===== src/hw/rtl/fbcs_pkg.sv =====
package fbcs_pkg;

	// item opcodes
	localparam logic [1:0] OP_TICK      = 2'd0;
	localparam logic [1:0] OP_SET       = 2'd1;
	localparam logic [1:0] OP_CLEAR     = 2'd2;
	localparam logic [1:0] OP_CLEAR_ALL = 2'd3;

	// blink phases
	localparam logic [2:0] PH_IDLE   = 3'd0;	// drive high, start next code
	localparam logic [2:0] PH_LOW    = 3'd1;	// pulse low half
	localparam logic [2:0] PH_HIGH   = 3'd2;	// pulse high half
	localparam logic [2:0] PH_PAUSE1 = 3'd3;
	localparam logic [2:0] PH_PAUSE2 = 3'd4;
	localparam logic [2:0] PH_PAUSE3 = 3'd5;

	localparam int CODE_W     = 5;
	localparam int LIST_DEPTH = 32;
	localparam int LIST_AW    = 5;
	localparam int CNT_W      = 6;

	typedef struct packed {
		logic [1:0]        op;
		logic [CODE_W-1:0] fault_num;
		logic [7:0]        set_val;
	} item_t;

	typedef struct packed {
		logic              led;
		logic [CODE_W-1:0] active_code;
	} result_t;

	typedef enum logic [2:0] {
		ST_IDLE,
		ST_EXEC,
		ST_SCAN_START,
		ST_SCAN_HOLD,
		ST_CHECK,
		ST_LOAD,
		ST_DONE
	} ctrl_state_t;

	typedef struct packed {
		logic cap;
		logic edit;
		logic step;
		logic led_on;
		logic scan_init;
		logic scan_step;
		logic rd;
		logic load;
	} cmd_t;

	typedef struct packed {
		logic is_tick;
		logic phase_zero;
		logic list_ready;
		logic count_nz;
		logic scan_last;
	} stat_t;

endpackage


===== src/hw/rtl/fbcs_ram.sv =====
module fbcs_ram #(
	parameter int WIDTH = 5,
	parameter int DEPTH = 32
) (
	input  logic                     clk,
	input  logic                     we,
	input  logic [$clog2(DEPTH)-1:0] waddr,
	input  logic [WIDTH-1:0]         wdata,
	input  logic                     re,
	input  logic [$clog2(DEPTH)-1:0] raddr,
	output logic [WIDTH-1:0]         rdata
);

	logic [WIDTH-1:0] mem_q [DEPTH];

	always_ff @(posedge clk) begin
		if (we) begin
			mem_q[waddr] <= wdata;
		end
		if (re) begin
			rdata <= mem_q[raddr];
		end
	end

endmodule


===== src/hw/rtl/fbcs_ctrl.sv =====
module fbcs_ctrl (
	input  logic           clk,
	input  logic           arst_n,
	input  logic           start,
	input  fbcs_pkg::stat_t stat,
	output fbcs_pkg::cmd_t  cmd,
	output logic           busy,
	output logic           done
);

	fbcs_pkg::ctrl_state_t state_q, state_d;

	always_ff @(posedge clk or negedge arst_n) begin
		if (!arst_n) begin
			state_q <= fbcs_pkg::ST_IDLE;
		end else begin
			state_q <= state_d;
		end
	end

	always_comb begin
		state_d = state_q;
		cmd     = '0;
		unique case (state_q)
			fbcs_pkg::ST_IDLE: begin
				cmd.cap = start;
				if (start) begin
					state_d = fbcs_pkg::ST_EXEC;
				end
			end
			fbcs_pkg::ST_EXEC: begin
				if (!stat.is_tick) begin
					cmd.edit = 1'b1;
					state_d  = fbcs_pkg::ST_DONE;
				end else if (!stat.phase_zero) begin
					cmd.step = 1'b1;
					state_d  = fbcs_pkg::ST_DONE;
				end else begin
					cmd.led_on = 1'b1;
					if (stat.list_ready) begin
						cmd.rd  = 1'b1;
						state_d = fbcs_pkg::ST_LOAD;
					end else begin
						cmd.scan_init = 1'b1;
						// list used up: start a code after the scan; empty list: just rebuild
						state_d = stat.count_nz ? fbcs_pkg::ST_SCAN_START
						                        : fbcs_pkg::ST_SCAN_HOLD;
					end
				end
			end
			fbcs_pkg::ST_SCAN_START: begin
				cmd.scan_step = 1'b1;
				if (stat.scan_last) begin
					state_d = fbcs_pkg::ST_CHECK;
				end
			end
			fbcs_pkg::ST_SCAN_HOLD: begin
				cmd.scan_step = 1'b1;
				if (stat.scan_last) begin
					state_d = fbcs_pkg::ST_DONE;
				end
			end
			fbcs_pkg::ST_CHECK: begin
				if (stat.count_nz) begin
					cmd.rd  = 1'b1;
					state_d = fbcs_pkg::ST_LOAD;
				end else begin
					state_d = fbcs_pkg::ST_DONE;
				end
			end
			fbcs_pkg::ST_LOAD: begin
				cmd.load = 1'b1;
				state_d  = fbcs_pkg::ST_DONE;
			end
			fbcs_pkg::ST_DONE: begin
				state_d = fbcs_pkg::ST_IDLE;
			end
			default: begin
				state_d = fbcs_pkg::ST_IDLE;
			end
		endcase
	end

	assign busy = (state_q != fbcs_pkg::ST_IDLE);
	assign done = (state_q == fbcs_pkg::ST_DONE);

endmodule


===== src/hw/rtl/fbcs_dp.sv =====
module fbcs_dp #(
	parameter int NUM_FAULTS = 32
) (
	input  logic             clk,
	input  logic             arst_n,
	input  fbcs_pkg::item_t   item,
	input  fbcs_pkg::cmd_t    cmd,
	output fbcs_pkg::stat_t   stat,
	output fbcs_pkg::result_t result
);

	// only numbers below min(NUM_FAULTS, 32) are addressable; the scan covers numbers 1 and up
	localparam int FLAG_N = (NUM_FAULTS < 32) ? NUM_FAULTS : 32;
	localparam int FLAG_W = $clog2(FLAG_N);

	fbcs_pkg::item_t                 item_q;
	logic [FLAG_N-1:0]               flags_q;
	logic [FLAG_W-1:0]               scan_n_q;
	logic [fbcs_pkg::CNT_W-1:0]      count_q;
	logic [fbcs_pkg::CNT_W-1:0]      index_q;
	logic [fbcs_pkg::CODE_W-1:0]     pulses_q;
	logic [2:0]                      phase_q;
	logic                            led_q;
	logic [fbcs_pkg::CODE_W-1:0]     cur_code_q;
	logic [fbcs_pkg::CODE_W-1:0]     rdata;
	logic                            id_ok;
	logic [FLAG_W-1:0]               id_idx;
	logic                            hit;

	assign id_ok  = (32'(item_q.fault_num) < FLAG_N);
	assign id_idx = item_q.fault_num[FLAG_W-1:0];
	assign hit    = flags_q[scan_n_q];

	fbcs_ram #(
		.WIDTH(fbcs_pkg::CODE_W),
		.DEPTH(fbcs_pkg::LIST_DEPTH)
	) u_list (
		.clk  (clk),
		.we   (cmd.scan_step && hit),
		.waddr(count_q[fbcs_pkg::LIST_AW-1:0]),
		.wdata(fbcs_pkg::CODE_W'(scan_n_q)),
		.re   (cmd.rd),
		.raddr(index_q[fbcs_pkg::LIST_AW-1:0]),
		.rdata(rdata)
	);

	// payload
	always_ff @(posedge clk) begin
		if (cmd.cap) begin
			item_q <= item;
		end
		if (cmd.scan_init) begin
			scan_n_q <= FLAG_W'(1);
		end else if (cmd.scan_step) begin
			scan_n_q <= scan_n_q + FLAG_W'(1);
		end
		if (cmd.load) begin
			cur_code_q <= rdata;
		end
	end

	always_ff @(posedge clk or negedge arst_n) begin
		if (!arst_n) begin
			flags_q  <= '0;
			count_q  <= '0;
			index_q  <= '0;
			pulses_q <= '0;
			phase_q  <= fbcs_pkg::PH_IDLE;
			led_q    <= 1'b0;
		end else begin
			if (cmd.edit) begin
				unique case (item_q.op)
					fbcs_pkg::OP_SET: begin
						if (id_ok) begin
							flags_q[id_idx] <= (item_q.set_val != 8'd0);
						end
					end
					fbcs_pkg::OP_CLEAR: begin
						if (id_ok) begin
							flags_q[id_idx] <= 1'b0;
						end
					end
					fbcs_pkg::OP_CLEAR_ALL: begin
						flags_q <= '0;
					end
					default: begin
					end
				endcase
			end
			if (cmd.step) begin
				case (phase_q)
					fbcs_pkg::PH_LOW: begin
						led_q   <= 1'b0;
						phase_q <= (pulses_q != '0) ? fbcs_pkg::PH_HIGH : fbcs_pkg::PH_PAUSE1;
					end
					fbcs_pkg::PH_HIGH: begin
						led_q    <= 1'b1;
						pulses_q <= pulses_q - fbcs_pkg::CODE_W'(1);
						phase_q  <= fbcs_pkg::PH_LOW;
					end
					fbcs_pkg::PH_PAUSE1: begin
						led_q   <= 1'b0;
						phase_q <= fbcs_pkg::PH_PAUSE2;
					end
					fbcs_pkg::PH_PAUSE2: begin
						led_q   <= 1'b0;
						phase_q <= fbcs_pkg::PH_PAUSE3;
					end
					fbcs_pkg::PH_PAUSE3: begin
						led_q   <= 1'b0;
						phase_q <= fbcs_pkg::PH_IDLE;
						index_q <= index_q + fbcs_pkg::CNT_W'(1);
					end
					default: begin
						led_q   <= 1'b0;
						phase_q <= fbcs_pkg::PH_IDLE;
					end
				endcase
			end
			if (cmd.led_on) begin
				led_q <= 1'b1;
			end
			if (cmd.scan_init) begin
				count_q <= '0;
				index_q <= '0;
			end else if (cmd.scan_step && hit) begin
				count_q <= count_q + fbcs_pkg::CNT_W'(1);
			end
			if (cmd.load) begin
				pulses_q <= rdata - fbcs_pkg::CODE_W'(1);
				phase_q  <= fbcs_pkg::PH_LOW;
			end
		end
	end

	assign stat.is_tick    = (item_q.op == fbcs_pkg::OP_TICK);
	assign stat.phase_zero = (phase_q == fbcs_pkg::PH_IDLE);
	assign stat.count_nz   = (count_q != '0);
	assign stat.list_ready = (count_q != '0) && (index_q < count_q);
	assign stat.scan_last  = (scan_n_q == FLAG_W'(FLAG_N - 1));

	assign result.led         = led_q;
	assign result.active_code = (phase_q >= fbcs_pkg::PH_LOW && phase_q <= fbcs_pkg::PH_PAUSE3)
	                            ? cur_code_q : '0;

endmodule


===== src/hw/rtl/fault_blink_code_sequencer.sv =====
// Channel   Handshake           Payload                       Direction
// ------    ---------           -------                       ---------
// item      start / busy        fbcs_pkg::item_t  item        in
// result    done (strobe)       fbcs_pkg::result_t result     out
//
// An item transfers on a rising edge with start high and busy low; busy then
// stays high until the result has been shown.
// Edits and mid-code ticks go from EXEC to DONE; a tick that starts the next
// code goes through LOAD (one list RAM read); a tick that rebuilds the list
// scans one fault flag per cycle, then, if the old list was used up, checks
// for a new code to load. The next item can transfer in the cycle after done.
// done is high for exactly one cycle with result valid; the receiver cannot
// stall it. arst_n clears the flags, counters, blink phase and LED at once;
// the code list RAM is not cleared, it is always written before it is read.
module fault_blink_code_sequencer #(
	parameter int NUM_FAULTS = 32
) (
	input  logic              clk,
	input  logic              arst_n,
	input  logic              start,
	output logic              busy,
	input  fbcs_pkg::item_t   item,
	output logic              done,
	output fbcs_pkg::result_t result
);

	// controller drives the datapath through a command bundle only
	fbcs_pkg::cmd_t  cmd;
	fbcs_pkg::stat_t stat;

	fbcs_ctrl u_ctrl (
		.clk   (clk),
		.arst_n(arst_n),
		.start (start),
		.stat  (stat),
		.cmd   (cmd),
		.busy  (busy),
		.done  (done)
	);

	// flags, list RAM, blink phase counter and LED level
	fbcs_dp #(
		.NUM_FAULTS(NUM_FAULTS)
	) u_dp (
		.clk   (clk),
		.arst_n(arst_n),
		.item  (item),
		.cmd   (cmd),
		.stat  (stat),
		.result(result)
	);

endmodule


===== config.mk =====
export PLATFORM = sky130hd
export DESIGN_NAME = fault_blink_code_sequencer
export DESIGN_NICKNAME = d
export VERILOG_FILES = /design/src/hw/rtl/fbcs_pkg.sv /design/src/hw/rtl/fbcs_ram.sv /design/src/hw/rtl/fbcs_ctrl.sv /design/src/hw/rtl/fbcs_dp.sv /design/src/hw/rtl/fault_blink_code_sequencer.sv
export SDC_FILE = /design/constraint.sdc
export NUM_CORES = 1
export LEC_CHECK = 0
export BUFFER_PORTS_ARGS = -buffer_cell sky130_fd_sc_hd__buf_4
export CAP_MARGIN = 15
export CORE_MARGIN = 2
export CORE_UTILIZATION = 40
export DETAILED_ROUTE_END_ITERATION = 10
export PLACE_DENSITY = 0.65
export SLEW_MARGIN = 20
export SYNTH_ARGS = -nofsm -noshare
export SYNTH_HDL_FRONTEND = slang
export SYNTH_SLANG_ARGS = --single-unit
export TNS_END_PERCENT = 30

===== constraint.sdc =====
create_clock -name clk -period 3.6 [get_ports clk]
set_input_delay 0.54 -clock clk [delete_from_list [all_inputs] [get_ports clk]]
set_output_delay 0.54 -clock clk [all_outputs]
set_load 0.01 [all_outputs]

==> report_table.html <==
<table>
<tr><th>Metric</th><th>Value</th></tr>
<tr><th colspan="2">Logic synthesis</th></tr>
<tr><td>Top cell type's share of synthesized area</td><td>0.518</td></tr>
<tr><td>Area leader, netlist</td><td>sky130_fd_sc_hd__edfxtp_1</td></tr>
<tr><td>Post-synthesis mux area share</td><td>0.137</td></tr>
<tr><td>Largest family of logic cells by synthesized area</td><td>multiplexers</td></tr>
<tr><td>Number of synthesized flops with an enable pin</td><td>185</td></tr>
<tr><td>Most common cell in the netlist</td><td>sky130_fd_sc_hd__edfxtp_1</td></tr>
<tr><td>Number of unique standard cell types used by synthesis</td><td>between 50 and 60</td></tr>
<tr><td>Cells after Synth</td><td>707</td></tr>
<tr><td>Share of flip-flops with an asynchronous set or reset after synthesis</td><td>0.228</td></tr>
<tr><td>Area of the mapped netlist</td><td>0.0107 mm2</td></tr>
<tr><td>Avg Synthesized Cell Area</td><td>15.2 um2</td></tr>
<tr><td>Post-synthesis sequential area ratio</td><td>0.658</td></tr>
<tr><td>Yosys warning count</td><td>0</td></tr>
<tr><td>Post-Synth Adder-Cell Area</td><td>0.0152</td></tr>
<tr><td>Flop and latch count out of synthesis</td><td>around 250</td></tr>
<tr><td>Synthesized-area fraction occupied by ao, oa, aoi and oai cells</td><td>0.0840</td></tr>
<tr><td>Area contributors post-synth</td><td>sky130_fd_sc_hd__edfxtp_1 (52%), sky130_fd_sc_hd__dfrtp_1 (13%), sky130_fd_sc_hd__mux4_2 (12%)</td></tr>
<tr><td>Top cell types by occurrence after synthesis</td><td>sky130_fd_sc_hd__edfxtp_1 (185), sky130_fd_sc_hd__o21ai_0 (72), sky130_fd_sc_hd__nor2_1 (63)</td></tr>
<tr><td>Area share of xor/xnor cells in the synthesized design</td><td>0.00654</td></tr>
<tr><td>Top flip-flop cell by instance count after synthesis</td><td>sky130_fd_sc_hd__edfxtp_1</td></tr>
<tr><td>Net count of the mapped netlist</td><td>around 740</td></tr>
<tr><td>Share of synthesized cell area in and, or, nand and nor gates</td><td>0.0784</td></tr>
<tr><th colspan="2">Clock network</th></tr>
<tr><td>Clk sinks</td><td>246</td></tr>
<tr><td>Clock latency on the worst-skew pair</td><td>about 540 ps</td></tr>
<tr><td>TritonCTS buffer count</td><td>25</td></tr>
<tr><td>Cts hold-fix bufs</td><td>0</td></tr>
<tr><td>CTS tree</td><td>done</td></tr>
<tr><td>Postcts setup bufs</td><td>0</td></tr>
<tr><td>Total number of H-tree levels</td><td>1</td></tr>
<tr><td>Longest Clk Path Bufs</td><td>3</td></tr>
<tr><td>Clock Pin Slew Worst Setup and Hold Paths</td><td>60 ps</td></tr>
<tr><td>CTS resizes</td><td>0</td></tr>
<tr><td>Clock root buffer master</td><td>sky130_fd_sc_hd__clkbuf_16</td></tr>
<tr><th colspan="2">Timing</th></tr>
<tr><td>Minimum period implied by the final worst setup slack</td><td>3060 ps</td></tr>
<tr><td>Setup repair after global routing missed its margin</td><td>no</td></tr>
<tr><td>Hold WS</td><td>80.4 ps</td></tr>
<tr><td>Measured slew at the worst slew-check pin</td><td>975 ps</td></tr>
<tr><td>Maximum operating frequency</td><td>326 MHz</td></tr>
<tr><td>Share of the cycle needed by the critical path after routing</td><td>0.851</td></tr>
<tr><td>Worst-case headroom to the max-slew limit</td><td>0.350</td></tr>
<tr><td>Setup Total Neg Slack</td><td>0 ps</td></tr>
<tr><td>Max-slew violation count</td><td>0</td></tr>
<tr><td>Largest clock skew in the final design</td><td>approximately 19 ps</td></tr>
<tr><td>Final setup violating endpoints</td><td>0</td></tr>
<tr><td>Hold Violations, Final</td><td>0</td></tr>
<tr><td>Worst-case setup margin in the final layout</td><td>537 ps</td></tr>
<tr><th colspan="2">Finish</th></tr>
<tr><td>Fraction of final layout cells sized beyond drive strength 1</td><td>0.205</td></tr>
<tr><td>Synthesis-to-finish area growth</td><td>12.4%</td></tr>
<tr><td>Net count of the finished layout</td><td>769</td></tr>
<tr><td>Antenna diode count</td><td>0</td></tr>
<tr><th colspan="2">Worst setup path</th></tr>
<tr><td>CP arrival</td><td>3240 ps</td></tr>
<tr><td>CP cell instances</td><td>buf_4 -&gt; nor2_1 -&gt; a22oi_1 -&gt; a311oi_1 -&gt; nor3b_2 -&gt; nand3_1 -&gt; nor2_1</td></tr>
<tr><td>CP delay by family, top</td><td>simple AND/OR/NAND/NOR gates</td></tr>
<tr><td>Critical path's largest stage delay</td><td>550 ps</td></tr>
<tr><td>Worst Setup Start Kind</td><td>flop</td></tr>
<tr><td>CP max stage cell</td><td>sky130_fd_sc_hd__nand3_1</td></tr>
<tr><td>Type of the setup path with the least slack</td><td>reg2reg</td></tr>
<tr><td>Element type at the critical path end</td><td>flop</td></tr>
<tr><td>Crit path max fanout</td><td>20</td></tr>
<tr><td>Setup slack on the worst flop-to-flop path</td><td>540 ps</td></tr>
<tr><td>Count of buffer and inverter cells on the critical path</td><td>1</td></tr>
<tr><td>Crit path required time</td><td>3770 ps</td></tr>
<tr><td>Critical Path Most Common Cell</td><td>sky130_fd_sc_hd__nor2_1</td></tr>
<tr><th colspan="2">Detailed routing</th></tr>
<tr><td>Router iterations before antenna repair</td><td>5</td></tr>
<tr><td>Detailed route wirelength on metal3</td><td>1020 um</td></tr>
<tr><td>DR DRC count</td><td>0</td></tr>
<tr><td>First DRT Iteration DRCs</td><td>553</td></tr>
<tr><td>Post-Route WL</td><td>~22000 um</td></tr>
<tr><td>Routed length on met2</td><td>10800 um</td></tr>
<tr><td>Post-detailed-route via-to-cell ratio</td><td>between 5 and 6</td></tr>
<tr><td>Routed metal-1 wire length</td><td>10100 um</td></tr>
<tr><td>Top sig layer</td><td>met4</td></tr>
<tr><td>Wire length per cell after detailed routing</td><td>about 20 um</td></tr>
<tr><td>Final ANT Viol Nets</td><td>0</td></tr>
<tr><td>Total vias in the final route</td><td>approximately 6100</td></tr>
<tr><th colspan="2">Job</th></tr>
<tr><td>Maximum Capacitance Violations</td><td>0</td></tr>
<tr><th colspan="2">Floorplan</th></tr>
<tr><td>Core box area</td><td>approximately 0.026 mm2</td></tr>
<tr><td>Std-Cell Rows</td><td>between 50 and 60</td></tr>
<tr><td>Chip Height</td><td>168 um</td></tr>
<tr><td>Effective utilization at floorplan</td><td>0.409</td></tr>
<tr><td>Die Footprint</td><td>0.0281 mm2</td></tr>
<tr><td>Number of top-level design ports</td><td>26</td></tr>
<tr><td>Die width</td><td>168 um</td></tr>
<tr><th colspan="2">Worst hold path</th></tr>
<tr><td>Classification of the worst-slack hold path</td><td>in2async</td></tr>
<tr><th colspan="2">Power and ir drop</th></tr>
<tr><td>Worst vdd rail ir drop</td><td>413 uV</td></tr>
<tr><td>Tot Pwr</td><td>8270 uW</td></tr>
<tr><td>Power density of the placed cells</td><td>687 mW/mm2</td></tr>
<tr><td>Static leakage</td><td>0.00404 uW</td></tr>
<tr><th colspan="2">Placement</th></tr>
<tr><td>Number of input and output port buffers inserted</td><td>25</td></tr>
<tr><td>HPWL after detailed placement</td><td>14500 um</td></tr>
<tr><td>Worst setup slack before clock tree synthesis</td><td>557 ps</td></tr>
<tr><td>Final Wtd Congestion</td><td>0.801</td></tr>
<tr><th colspan="2">Global routing</th></tr>
<tr><td>Pin count of the biggest net entering global routing</td><td>57</td></tr>
<tr><td>Via count of the first global-routing pass</td><td>6120</td></tr>
<tr><td>Aggregate global-route resource usage</td><td>0.163</td></tr>
<tr><td>Global route overflow</td><td>0</td></tr>
<tr><td>Global-route wire length before repair</td><td>35700 um</td></tr>
<tr><td>Number of antenna violations at the first check in global routing</td><td>0</td></tr>
<tr><th colspan="2">Status</th></tr>
<tr><td>Result of the run</td><td>complete, no violations</td></tr>
</table>
## power breakdown
group,switching [uW],internal [uW],total [uW]
clock network,1050,1360,2410
logic,1180,736,1910
registers,320,3630,3950
total,2550,5720,8270
## stage by stage
step / util / instance area [um2] / instances
final: 0.460 / 12100 / 1091
after global routing: 0.460 / 12100 / 1091
after CTS: 0.460 / 12000 / 1091
after global placement: 0.431 / 11300 / 1046
after detailed placement: 0.431 / 11300 / 1046
after floorplan: - / 10700 / 707
## worst reg2reg max path, stage by stage (launching register included)
cell	delay, ps
sky130_fd_sc_hd__dfxtp_1	510
sky130_fd_sc_hd__buf_4	320
sky130_fd_sc_hd__nor2_1	80
sky130_fd_sc_hd__a22oi_1	200
sky130_fd_sc_hd__a311oi_1	130
sky130_fd_sc_hd__nor3b_2	370
sky130_fd_sc_hd__nand3_1	550
sky130_fd_sc_hd__nor2_1	550
## layout make-up
type / instances / area (um2)
fillers: 2238 / 14200
well taps: 335 / 419
inverters: 9 / 33.8
multi-input cells: 412 / 3450
flip-flops and latches: 246 / 7060
repair buffers: 44 / 343
clock inverters: 11 / 87.6
clock buffers: 34 / 659
## path summary, 6_finish.rpt
path	start	to	cells after the start
worst max-delay path	u_dp.scan_n_q[0]$_SDFFE_PN1P_	u_dp.u_list.mem_q[3][0]$_DFFE_PP_	7
worst min-delay path	arst_n	asynchronous set/reset pin	1
worst max register to register	u_dp.scan_n_q[0]$_SDFFE_PN1P_	u_dp.u_list.mem_q[3][0]$_DFFE_PP_	7
worst min register to register	u_dp.u_list.rdata[0]$_DFFE_PP_	u_dp.cur_code_q[0]$_DFFE_PN_	0
max in group asynchronous	arst_n	u_dp.index_q[1]$_DFFE_PN0P_	1
min in group clk	item[12]	u_dp.id_idx[4]$_DFFE_PP_	1
## placed cells by master, fill, tap and decap left out, types with 4 or more instances in the layout
cell type,n
sky130_fd_sc_hd__edfxtp_1,185
sky130_fd_sc_hd__o21ai_0,71
sky130_fd_sc_hd__nor2_1,63
sky130_fd_sc_hd__mux4_2,56
sky130_fd_sc_hd__dfrtp_1,54
sky130_fd_sc_hd__buf_4,43
sky130_fd_sc_hd__a21oi_1,42
sky130_fd_sc_hd__clkbuf_16,25
sky130_fd_sc_hd__nand2_1,22
sky130_fd_sc_hd__nand3_1,17
sky130_fd_sc_hd__ha_1,13
sky130_fd_sc_hd__mux2i_1,12
sky130_fd_sc_hd__inv_1,9
sky130_fd_sc_hd__and2_1,9
sky130_fd_sc_hd__clkbuf_1,9
sky130_fd_sc_hd__nor3_1,7
sky130_fd_sc_hd__mux2_2,7
sky130_fd_sc_hd__nor2b_1,7
sky130_fd_sc_hd__and3_1,6
sky130_fd_sc_hd__clkinv_1,6
sky130_fd_sc_hd__a211oi_1,5
sky130_fd_sc_hd__xor2_1,5
sky130_fd_sc_hd__a31oi_1,5
sky130_fd_sc_hd__nand2b_1,4
sky130_fd_sc_hd__nand3b_1,4
sky130_fd_sc_hd__o21ai_1,4
sky130_fd_sc_hd__dfxtp_1,4
## logic make-up (layout without fill, tap and decap cells)
logic type,after synthesis,count (layout)
buf+inv,49,98
compound gates,151,151
mux,76,76
xor+xnor,8,8
fa+ha+maj,13,13
flops,246,246
simple gates,164,164
## layer usage
| metal | global-route usage | vias up |
|---|---|---|
| li1 | - | 2828 |
| met1 | 0.233 | 3097 |
| met2 | 0.264 | 158 |
| met3 | 0.0239 | 32 |
| met4 | 0.0401 | 0 |
| met5 | 0 | - |
Note: power is estimated with default switching activity, not from simulation.
